<file path="config.mk">
export PLATFORM = sky130hd
export DESIGN_NAME = polynomial_evaluator_top_flat
export DESIGN_NICKNAME = d
export VERILOG_FILES = /design/src/pe_pkg.sv /design/src/pe_if.sv /design/src/pe_coef_mem.sv /design/src/pe_mac.sv /design/src/polynomial_evaluator_top.sv /design/src/flat_wrapper.sv
export SDC_FILE = /design/constraint.sdc
export NUM_CORES = 2
export LEC_CHECK = 0
export ABC_AREA = 1
export BUFFER_PORTS_ARGS = -buffer_cell sky130_fd_sc_hd__buf_4
export CORE_UTILIZATION = 45
export CTS_BUF_LIST = sky130_fd_sc_hd__clkbuf_4
export DETAILED_ROUTE_END_ITERATION = 7
export GPL_TIMING_DRIVEN = 1
export PLACE_DENSITY = 0.65
export SETUP_SLACK_MARGIN = 0.5
export SLEW_MARGIN = 20
export SYNTH_ARGS = -nofsm -noshare
export SYNTH_HDL_FRONTEND = slang
export SYNTH_HIERARCHICAL = 1
export SYNTH_SLANG_ARGS = --single-unit
</file>
<file path="constraint.sdc">
create_clock -name i_clk -period 8.1 [get_ports i_clk]
set_input_delay 0.81 -clock i_clk [delete_from_list [all_inputs] [get_ports i_clk]]
set_output_delay 0.81 -clock i_clk [all_outputs]
set_load 0.01 [all_outputs]
</file>
<file path="src/pe_pkg.sv">
// ----------------------------------------------------------------------------
// pe_pkg: shared types, constants and helpers for the polynomial evaluator
// Operation codes, store geometry and the Q16.16 saturation helper.
// ----------------------------------------------------------------------------
package pe_pkg;

    localparam int TERMS   = 32;
    localparam int IDX_W   = $clog2(TERMS);
    localparam int MARKS_W = 32;

    localparam logic [1:0] OP_SET  = 2'd0;
    localparam logic [1:0] OP_ADD  = 2'd1;
    localparam logic [1:0] OP_CLR  = 2'd2;
    localparam logic [1:0] OP_EVAL = 2'd3;

    localparam logic signed [63:0] Q_MAX = 64'sh0000_0000_7FFF_FFFF;
    localparam logic signed [63:0] Q_MIN = -64'sh0000_0000_8000_0000;

    typedef logic signed [31:0] t_q;
    typedef logic [IDX_W-1:0]   t_idx;

    typedef struct packed {
        t_q   val;
        logic sat;
    } t_sat;

    // Clamp a wide signed value to the 32-bit range.
    function automatic t_sat sat32(input logic signed [63:0] v);
        t_sat r;
        r.sat = 1'b0;
        r.val = v[31:0];
        if (v > Q_MAX) begin
            r.sat = 1'b1;
            r.val = Q_MAX[31:0];
        end else if (v < Q_MIN) begin
            r.sat = 1'b1;
            r.val = Q_MIN[31:0];
        end
        return r;
    endfunction

    // Highest set mark, zero when none is set.
    function automatic logic [4:0] degree_of(input logic [MARKS_W-1:0] marks);
        logic [4:0] d;
        d = '0;
        for (int k = 0; k < MARKS_W; k++) begin
            if (marks[k]) d = 5'(k);
        end
        return d;
    endfunction

endpackage

</file>
<file path="src/pe_if.sv">
// ----------------------------------------------------------------------------
// pe_in_if / pe_out_if: item channels of the polynomial evaluator
// Valid/ready handshake with the operation or result payload.
// ----------------------------------------------------------------------------
interface pe_in_if;
    logic        valid;
    logic        ready;
    logic [1:0]  operation;
    logic [4:0]  exponent;
    logic signed [31:0] coef_value;
    logic signed [31:0] point_x;

    modport source (output valid, operation, exponent, coef_value, point_x, input ready);
    modport sink   (input valid, operation, exponent, coef_value, point_x, output ready);
endinterface

interface pe_out_if;
    logic        valid;
    logic        ready;
    logic signed [31:0] result_value;
    logic [4:0]  poly_degree;
    logic        overflow;

    modport source (output valid, result_value, poly_degree, overflow, input ready);
    modport sink   (input valid, result_value, poly_degree, overflow, output ready);
endinterface

</file>
<file path="src/pe_coef_mem.sv">
// ----------------------------------------------------------------------------
// pe_coef_mem: coefficient store
// One write port, one registered read port; per-entry valid bits make a
// cleared entry read as zero.
// ----------------------------------------------------------------------------
module pe_coef_mem (
    input  logic        i_clk,
    input  logic        i_rst_n,
    input  logic        i_clr,
    input  logic        i_we,
    input  pe_pkg::t_idx i_waddr,
    input  pe_pkg::t_q  i_wdata,
    input  pe_pkg::t_idx i_raddr,
    output pe_pkg::t_q  o_rdata
);
    import pe_pkg::*;

    t_q              mem [TERMS];
    logic [TERMS-1:0] r_valid;
    t_q              r_rdata;
    logic            r_rvalid;

    always_ff @(posedge i_clk) begin
        if (i_we) mem[i_waddr] <= i_wdata;
        r_rdata <= mem[i_raddr];
    end

    always_ff @(posedge i_clk) begin
        if (!i_rst_n || i_clr) begin
            r_valid  <= '0;
            r_rvalid <= 1'b0;
        end else begin
            if (i_we) r_valid[i_waddr] <= 1'b1;
            r_rvalid <= r_valid[i_raddr];
        end
    end

    assign o_rdata = r_rvalid ? r_rdata : '0;

endmodule

</file>
<file path="src/pe_mac.sv">
// ----------------------------------------------------------------------------
// pe_mac: Horner step unit
// Each step registers the product, then shifts, clamps, adds and clamps.
// ----------------------------------------------------------------------------
module pe_mac (
    input  logic       i_clk,
    input  logic       i_start,
    input  pe_pkg::t_q i_x,
    input  logic       i_mul_en,
    input  logic       i_add_en,
    input  pe_pkg::t_q i_coef,
    output pe_pkg::t_q o_acc,
    output logic       o_sat
);
    import pe_pkg::*;

    t_q                r_x;
    t_q                r_acc;
    logic              r_sat;
    logic signed [63:0] r_prod;
    t_sat              prod_s;
    t_sat              sum_s;

    always_comb begin
        prod_s = sat32(r_prod >>> 16);
        sum_s  = sat32(64'(prod_s.val) + 64'(i_coef));
    end

    always_ff @(posedge i_clk) begin
        if (i_start) begin
            r_x   <= i_x;
            r_acc <= '0;
            r_sat <= 1'b0;
        end else if (i_add_en) begin
            r_acc <= sum_s.val;
            r_sat <= r_sat | prod_s.sat | sum_s.sat;
        end
        if (i_mul_en) r_prod <= 64'(r_acc) * 64'(r_x);
    end

    assign o_acc = r_acc;
    assign o_sat = r_sat;

endmodule

</file>
<file path="src/polynomial_evaluator_top.sv">
// ----------------------------------------------------------------------------
// polynomial_evaluator_top: Q16.16 coefficient store with Horner evaluation
//
//   channel  dir  payload                                  handshake
//   i_in     in   operation, exponent, coef_value, point_x valid/ready
//   o_out    out  result_value, poly_degree, overflow      valid/ready
//
// One item at a time. Set and clear each act in a single state, add reads then writes back,
// evaluate runs from the current degree d down to term zero: each Horner step is a
// coefficient read plus a registered multiply, then a clamp-and-add.
// Reset clears the store at once through per-entry valid bits.
// A result that is not taken holds the block in its output state.
// ----------------------------------------------------------------------------
module polynomial_evaluator_top (
    input  logic     i_clk,
    input  logic     i_rst_n,
    pe_in_if.sink    i_in,
    pe_out_if.source o_out
);
    import pe_pkg::*;

    localparam logic [2:0] S_IDLE = 3'd0;
    localparam logic [2:0] S_SET  = 3'd1;
    localparam logic [2:0] S_CLR  = 3'd2;
    localparam logic [2:0] S_ARD  = 3'd3;
    localparam logic [2:0] S_AWR  = 3'd4;
    localparam logic [2:0] S_EMUL = 3'd5;
    localparam logic [2:0] S_EADD = 3'd6;
    localparam logic [2:0] S_OUT  = 3'd7;

    logic [2:0]         r_state, n_state;
    logic [1:0]         r_op;
    logic [4:0]         r_exp;
    logic               r_exp_ok;
    t_q                 r_val;
    t_idx               r_i;
    logic [MARKS_W-1:0] r_marks;
    logic               r_sat;

    logic               r_out_valid;
    t_q                 r_out_value;
    logic [4:0]         r_out_degree;
    logic               r_out_ovf;

    logic  accept;
    logic  mem_we;
    t_q    mem_wdata;
    t_idx  mem_raddr;
    t_q    mem_rdata;
    t_q    mac_acc;
    logic  mac_sat;
    t_sat  add_s;
    logic  out_free;

    assign i_in.ready = (r_state == S_IDLE);
    assign accept     = i_in.valid && i_in.ready;
    assign out_free   = !r_out_valid || o_out.ready;

    always_comb begin
        add_s     = sat32(64'(mem_rdata) + 64'(r_val));
        mem_we    = 1'b0;
        mem_wdata = r_val;
        mem_raddr = r_i;
        if (r_state == S_SET && r_exp_ok) mem_we = 1'b1;
        if (r_state == S_AWR && r_exp_ok) begin
            mem_we    = 1'b1;
            mem_wdata = add_s.val;
        end
        if (r_state == S_ARD) mem_raddr = IDX_W'(r_exp);
    end

    always_comb begin
        n_state = r_state;
        unique case (r_state)
            S_IDLE: begin
                if (accept) begin
                    unique case (i_in.operation)
                        OP_SET:  n_state = S_SET;
                        OP_ADD:  n_state = S_ARD;
                        OP_CLR:  n_state = S_CLR;
                        OP_EVAL: n_state = S_EMUL;
                        default: n_state = S_IDLE;
                    endcase
                end
            end
            S_SET, S_CLR, S_AWR: n_state = S_OUT;
            S_ARD:  n_state = S_AWR;
            S_EMUL: n_state = S_EADD;
            S_EADD: n_state = (r_i == '0) ? S_OUT : S_EMUL;
            S_OUT:  n_state = out_free ? S_IDLE : S_OUT;
            default: n_state = S_IDLE;
        endcase
    end

    always_ff @(posedge i_clk) begin
        if (!i_rst_n) begin
            r_state     <= S_IDLE;
            r_marks     <= '0;
            r_out_valid <= 1'b0;
        end else begin
            r_state <= n_state;
            if (r_state == S_CLR) r_marks <= '0;
            if (mem_we) r_marks[r_exp] <= (mem_wdata != '0);
            if (r_state == S_OUT && out_free) begin
                r_out_valid <= 1'b1;
            end else if (o_out.ready) begin
                r_out_valid <= 1'b0;
            end
        end
    end

    always_ff @(posedge i_clk) begin
        if (accept) begin
            r_op     <= i_in.operation;
            r_exp    <= i_in.exponent;
            r_exp_ok <= (32'(i_in.exponent) < TERMS);
            r_val    <= i_in.coef_value;
            r_sat    <= 1'b0;
            // Terms above the degree are zero and leave the sum at zero.
            r_i      <= IDX_W'(degree_of(r_marks));
        end else if (r_state == S_EADD && r_i != '0) begin
            r_i <= r_i - 1'b1;
        end
        if (r_state == S_AWR && r_exp_ok) r_sat <= add_s.sat;
        if (r_state == S_OUT && out_free) begin
            r_out_value  <= (r_op == OP_EVAL) ? mac_acc : '0;
            r_out_degree <= degree_of(r_marks);
            r_out_ovf    <= (r_op == OP_EVAL) ? mac_sat : r_sat;
        end
    end

    pe_coef_mem u_mem (
        .i_clk   (i_clk),
        .i_rst_n (i_rst_n),
        .i_clr   (r_state == S_CLR),
        .i_we    (mem_we),
        .i_waddr (IDX_W'(r_exp)),
        .i_wdata (mem_wdata),
        .i_raddr (mem_raddr),
        .o_rdata (mem_rdata)
    );

    pe_mac u_mac (
        .i_clk    (i_clk),
        .i_start  (accept && i_in.operation == OP_EVAL),
        .i_x      (i_in.point_x),
        .i_mul_en (r_state == S_EMUL),
        .i_add_en (r_state == S_EADD),
        .i_coef   (mem_rdata),
        .o_acc    (mac_acc),
        .o_sat    (mac_sat)
    );

    assign o_out.valid        = r_out_valid;
    assign o_out.result_value = r_out_value;
    assign o_out.poly_degree  = r_out_degree;
    assign o_out.overflow     = r_out_ovf;

    a_one_item: assert property (@(posedge i_clk) disable iff (!i_rst_n)
        accept |=> !i_in.ready)
        else $error("item accepted while another is in flight");

    a_horner_loop: assert property (@(posedge i_clk) disable iff (!i_rst_n)
        r_state == S_EADD |=> (r_state == S_EMUL || r_state == S_OUT))
        else $error("Horner step left the loop unexpectedly");

    a_clear_marks: assert property (@(posedge i_clk) disable iff (!i_rst_n)
        r_state == S_CLR |=> r_marks == '0)
        else $error("clear left nonzero marks");

    a_out_hold: assert property (@(posedge i_clk) disable iff (!i_rst_n)
        r_state == S_OUT && !out_free |=> r_state == S_OUT)
        else $error("result dropped while output stalled");

endmodule

</file>
<file path="src/flat_wrapper.sv">
// flat-port wrapper written by rule: the top's interface ports become plain ports
module polynomial_evaluator_top_flat import pe_pkg::*;
  (i_clk, i_rst_n, i_in_valid, i_in_operation, i_in_exponent, i_in_coef_value, i_in_point_x, i_in_ready, o_out_valid, o_out_result_value, o_out_poly_degree, o_out_overflow, o_out_ready);
  pe_in_if i_in_i ();
  pe_out_if o_out_i ();
  input  logic i_clk;
  input  logic i_rst_n;
  input wire logic [$bits(i_in_i.valid)-1:0] i_in_valid;
  input wire logic [$bits(i_in_i.operation)-1:0] i_in_operation;
  input wire logic [$bits(i_in_i.exponent)-1:0] i_in_exponent;
  input wire logic [$bits(i_in_i.coef_value)-1:0] i_in_coef_value;
  input wire logic [$bits(i_in_i.point_x)-1:0] i_in_point_x;
  output wire logic [$bits(i_in_i.ready)-1:0] i_in_ready;
  output wire logic [$bits(o_out_i.valid)-1:0] o_out_valid;
  output wire logic [$bits(o_out_i.result_value)-1:0] o_out_result_value;
  output wire logic [$bits(o_out_i.poly_degree)-1:0] o_out_poly_degree;
  output wire logic [$bits(o_out_i.overflow)-1:0] o_out_overflow;
  input wire logic [$bits(o_out_i.ready)-1:0] o_out_ready;
  assign i_in_i.valid = i_in_valid;
  assign i_in_i.operation = i_in_operation;
  assign i_in_i.exponent = i_in_exponent;
  assign i_in_i.coef_value = i_in_coef_value;
  assign i_in_i.point_x = i_in_point_x;
  assign i_in_ready = i_in_i.ready;
  assign o_out_valid = o_out_i.valid;
  assign o_out_result_value = o_out_i.result_value;
  assign o_out_poly_degree = o_out_i.poly_degree;
  assign o_out_overflow = o_out_i.overflow;
  assign o_out_i.ready = o_out_ready;
  polynomial_evaluator_top u_core (.i_clk(i_clk), .i_rst_n(i_rst_n), .i_in(i_in_i), .o_out(o_out_i));
endmodule
</file>
==> impl_results.md <==
* Die H at 464 µm
* Number of clock sinks at 1,320
* Number of synthesized flops with an enable pin at ~1,200
* Clk buf depth at 4
* Period utilization at 0.917
* Die area at 215,000 µm²
* Post-Route Setup TNS at 0 ns
* Worst endpoint required time at 9.23 ns
* Hold Crit Class: in2reg
* Fmax at 135 MHz
* Most common cell after layout, fill and taps aside: nand2_1
* Antenna-violating nets left at 0
* CTS tree: yes
* Mapped Area at 96,100 µm²
* Post-synthesis cell count at 10,400
* Initial drt markers at 6,424
* CTS Buf Count at around 360
* Post-Syn Nets at 11,800
* Number of fill cells in the layout at 19,400
* Worst skew pair latency at about 1.4 ns
* Port bufs at about 110
* Clock Skews at 0.195 ns
* All-layer global routing usage at 0.269
* Max Cap Viol at 0
* Most frequent cells in the layout: nand2_1, inv_1, edfxtp_1, fa_1, nand3_1
* Rows at 169
* Seq cells post-synth at 1,320
* Final nets at 12,100
* Synth area leaders: edfxtp_1, fa_1, nand2_1
* Max Slew Vio Count at 0
* Grt total ovfl at 0
* Largest net degree at the start of global routing at between 150 and 200
* Failing checks: DRC
* Hpwl dp at 194,000 µm
* Routed length per instance at 20.9 µm
* Unrepaired setup endpoints after global routing: yes
* First-pass GRT wire length at 441,000 µm
* Synth Flop Type: edfxtp_1
* Initial Util at 0.453
* Share of the synthesized area in the top cell type at 0.371
* CP Launch Type: flop
* Slew headroom at 0.0899
* Vias at between 70,000 and 80,000
* Share of layout cells above drive strength 1 at 0.107
* CP Max Fanout at 31
* Tmin final at ~7.4 ns
* Crit Path Class: reg2reg
* Final Hold Viols at 0
* Area growth syn-to-layout at 10.6%
* Status: finished, violations left
* DRC errors left at 30
* Synth unique cells at 62
* Critical Path AT at 8.56 ns
* Die Wd at 464 µm
* Via density at between 5 and 6
* Mean Syn Cell Area at between 9 and 10 µm²
* Worst-margin pin slew at 1.37 ns
* # H-tree levels at 5
* CP Capture Type: flop
* Final WL at 289,000 µm
* I/O Pins at between 100 and 150
* Sequential area share after synthesis at 0.399
* Vias in the first global route at between 70,000 and 80,000
* Clock slew at reported path FFs at 0.08 ns
* Setup violators final at 0
* Initial antenna violation count at 18
* Post-synth ARST share at 0
* Yosys top cell by area: edfxtp_1
* Synth warn at 6
* Placer Congestion at 0.971
* Root Driver: clkbuf_4
* DRT Pass-1 Iters at 8
* Core Area at about 210,000 µm²
==> metal layers <==
| metal | part of all wire | vias up | GRT usage | routed length, µm |
|---|---|---|---|---|
| met3 | 0.074 | 705 | 0.0469 | 21500 |
| met1 | 0.39 | 35900 | 0.338 | 113000 |
| met5 | 0.00023 | - | 0 | 65 |
| li1 | - | 32900 | - | - |
| met2 | 0.49 | 3062 | 0.454 | 141000 |
| met4 | 0.045 | 10 | 0.117 | 12900 |
==> registers in the layout, summed over array words and instances, names as in the netlist, 2 cells and up <==
name,count
u_core/r_state,3
u_core/u_mac/o_acc,32
u_core/u_mem/r_rdata,32
u_core/r_marks,31
u_core/u_mem/mem,1024
u_core/r_op,2
u_core/o_out.result_value,32
u_core/u_mem/r_valid,32
u_core/r_val,32
u_core/u_mac/r_prod,48
u_core/r_i,5
u_core/r_exp,5
u_core/u_mac/r_x,32
u_core/o_out.poly_degree,5
==> cells in the mapped netlist (all sizes together), types with 2 or more instances <==
| cell | instances |
|---|---|
| nand2 | 3149 |
| inv | 1974 |
| edfxtp | 1187 |
| fa | 1083 |
| nand3 | 985 |
| nor2 | 442 |
| ha | 248 |
| clkbuf | 239 |
| buf | 226 |
| a21oi | 224 |
| o21ai | 151 |
| dfxtp | 133 |
| xor2 | 67 |
| nor3 | 47 |
| and2 | 34 |
| xnor2 | 25 |
| clkdlybuf4s50 | 24 |
| nand4 | 24 |
| o21bai | 16 |
| or2 | 15 |
| a31oi | 10 |
| o21a | 10 |
| nor4 | 9 |
| a21boi | 8 |
| a21o | 8 |
| and3 | 8 |
| nand3b | 5 |
| a211oi | 4 |
| o211ai | 3 |
| o311ai | 2 |
==> area by class of cell <==
type	count	area (µm²)	area share
tap	2821	3530	0.0332
inverter	1975	7460	0.0701
clock inverter	106	556	0.00523
sequential	1320	38300	0.361
multi-input combinational	6586	48300	0.454
timing repair buffer	455	4210	0.0396
clock buffer	522	3920	0.0369
antenna	15	37.5	0.000353
==> per-stage QoR <==
stage | area, µm² | utilization | hold slack, ns | setup WS, ns | instances
after floorplan | 96100 | - | 0.435 | 0.762 | 10400
after global placement | 100000 | 0.471 | 0.445 | 0.0935 | 13000
after detailed placement | 100000 | 0.471 | 0.459 | 0.118 | 13000
after CTS | 106000 | 0.498 | 0.00446 | 0.478 | 13800
after global routing | 106000 | 0.501 | 0.0225 | 0.428 | 13800
final | 106000 | 0.501 | 0.139 | 0.672 | 13800
==> path summary, 6_finish.rpt <==
check | from | endpoint | slack [ns] | depth (start not counted)
worst max-delay path | u_core/u_mac/r_x[11] | u_core/u_mac/r_prod[36] | 0.67 | 25
worst min-delay path | i_in_point_x[16] | u_core/u_mac/r_x[16] | 0.14 | 2
worst max register to register | u_core/u_mac/r_x[11] | u_core/u_mac/r_prod[36] | 0.67 | 25
worst min register to register | u_core/u_mem/r_valid[27] | u_core/u_mem/r_valid[27] | 0.47 | 2
==> cell families after synthesis <==
kind of cell	count (synthesis)	synth area share
compound gates	442	0.0269
simple gates	4720	0.202
buf+inv	2465	0.107
fa+ha+maj	1331	0.258
xor+xnor	92	0.00839
flops	1320	0.399
mux	1	0.000117
==> worst max-delay path, stage by stage (launching register included) <==
cell,delay [ns]
edfxtp_1,0.51
buf_12,0.23
nand2_1,0.10
inv_1,0.06
fa_1,0.53
inv_1,0.05
fa_1,0.51
fa_1,0.56
inv_1,0.06
fa_1,0.42
fa_1,0.48
fa_1,0.50
fa_1,0.56
fa_1,0.46
ha_1,0.40
nand2_1,0.10
nand2_1,0.12
a21oi_1,0.22
nor2_1,0.06
nor2_1,0.23
a21boi_2,0.31
nand2_1,0.26
nand2_1,0.16
nand2_1,0.06
nand2_1,0.06
nand2_1,0.11
==> what timing repair did <==
| action | CTS | global route |
|---|---|---|
| endpoints found under the hold margin | 76 | 0 |
| resized for setup | 40 | 116 |
| hold buffers | 73 | 0 |
| setup endpoints to repair | 34 | 31 |
| pin swaps | 3 | 16 |
| cloned | 0 | 1 |
| setup buffers | 42 | 18 |
Power is not shown: default switching activity piles up to over one toggle a cycle in this logic, so the estimate is an artifact.
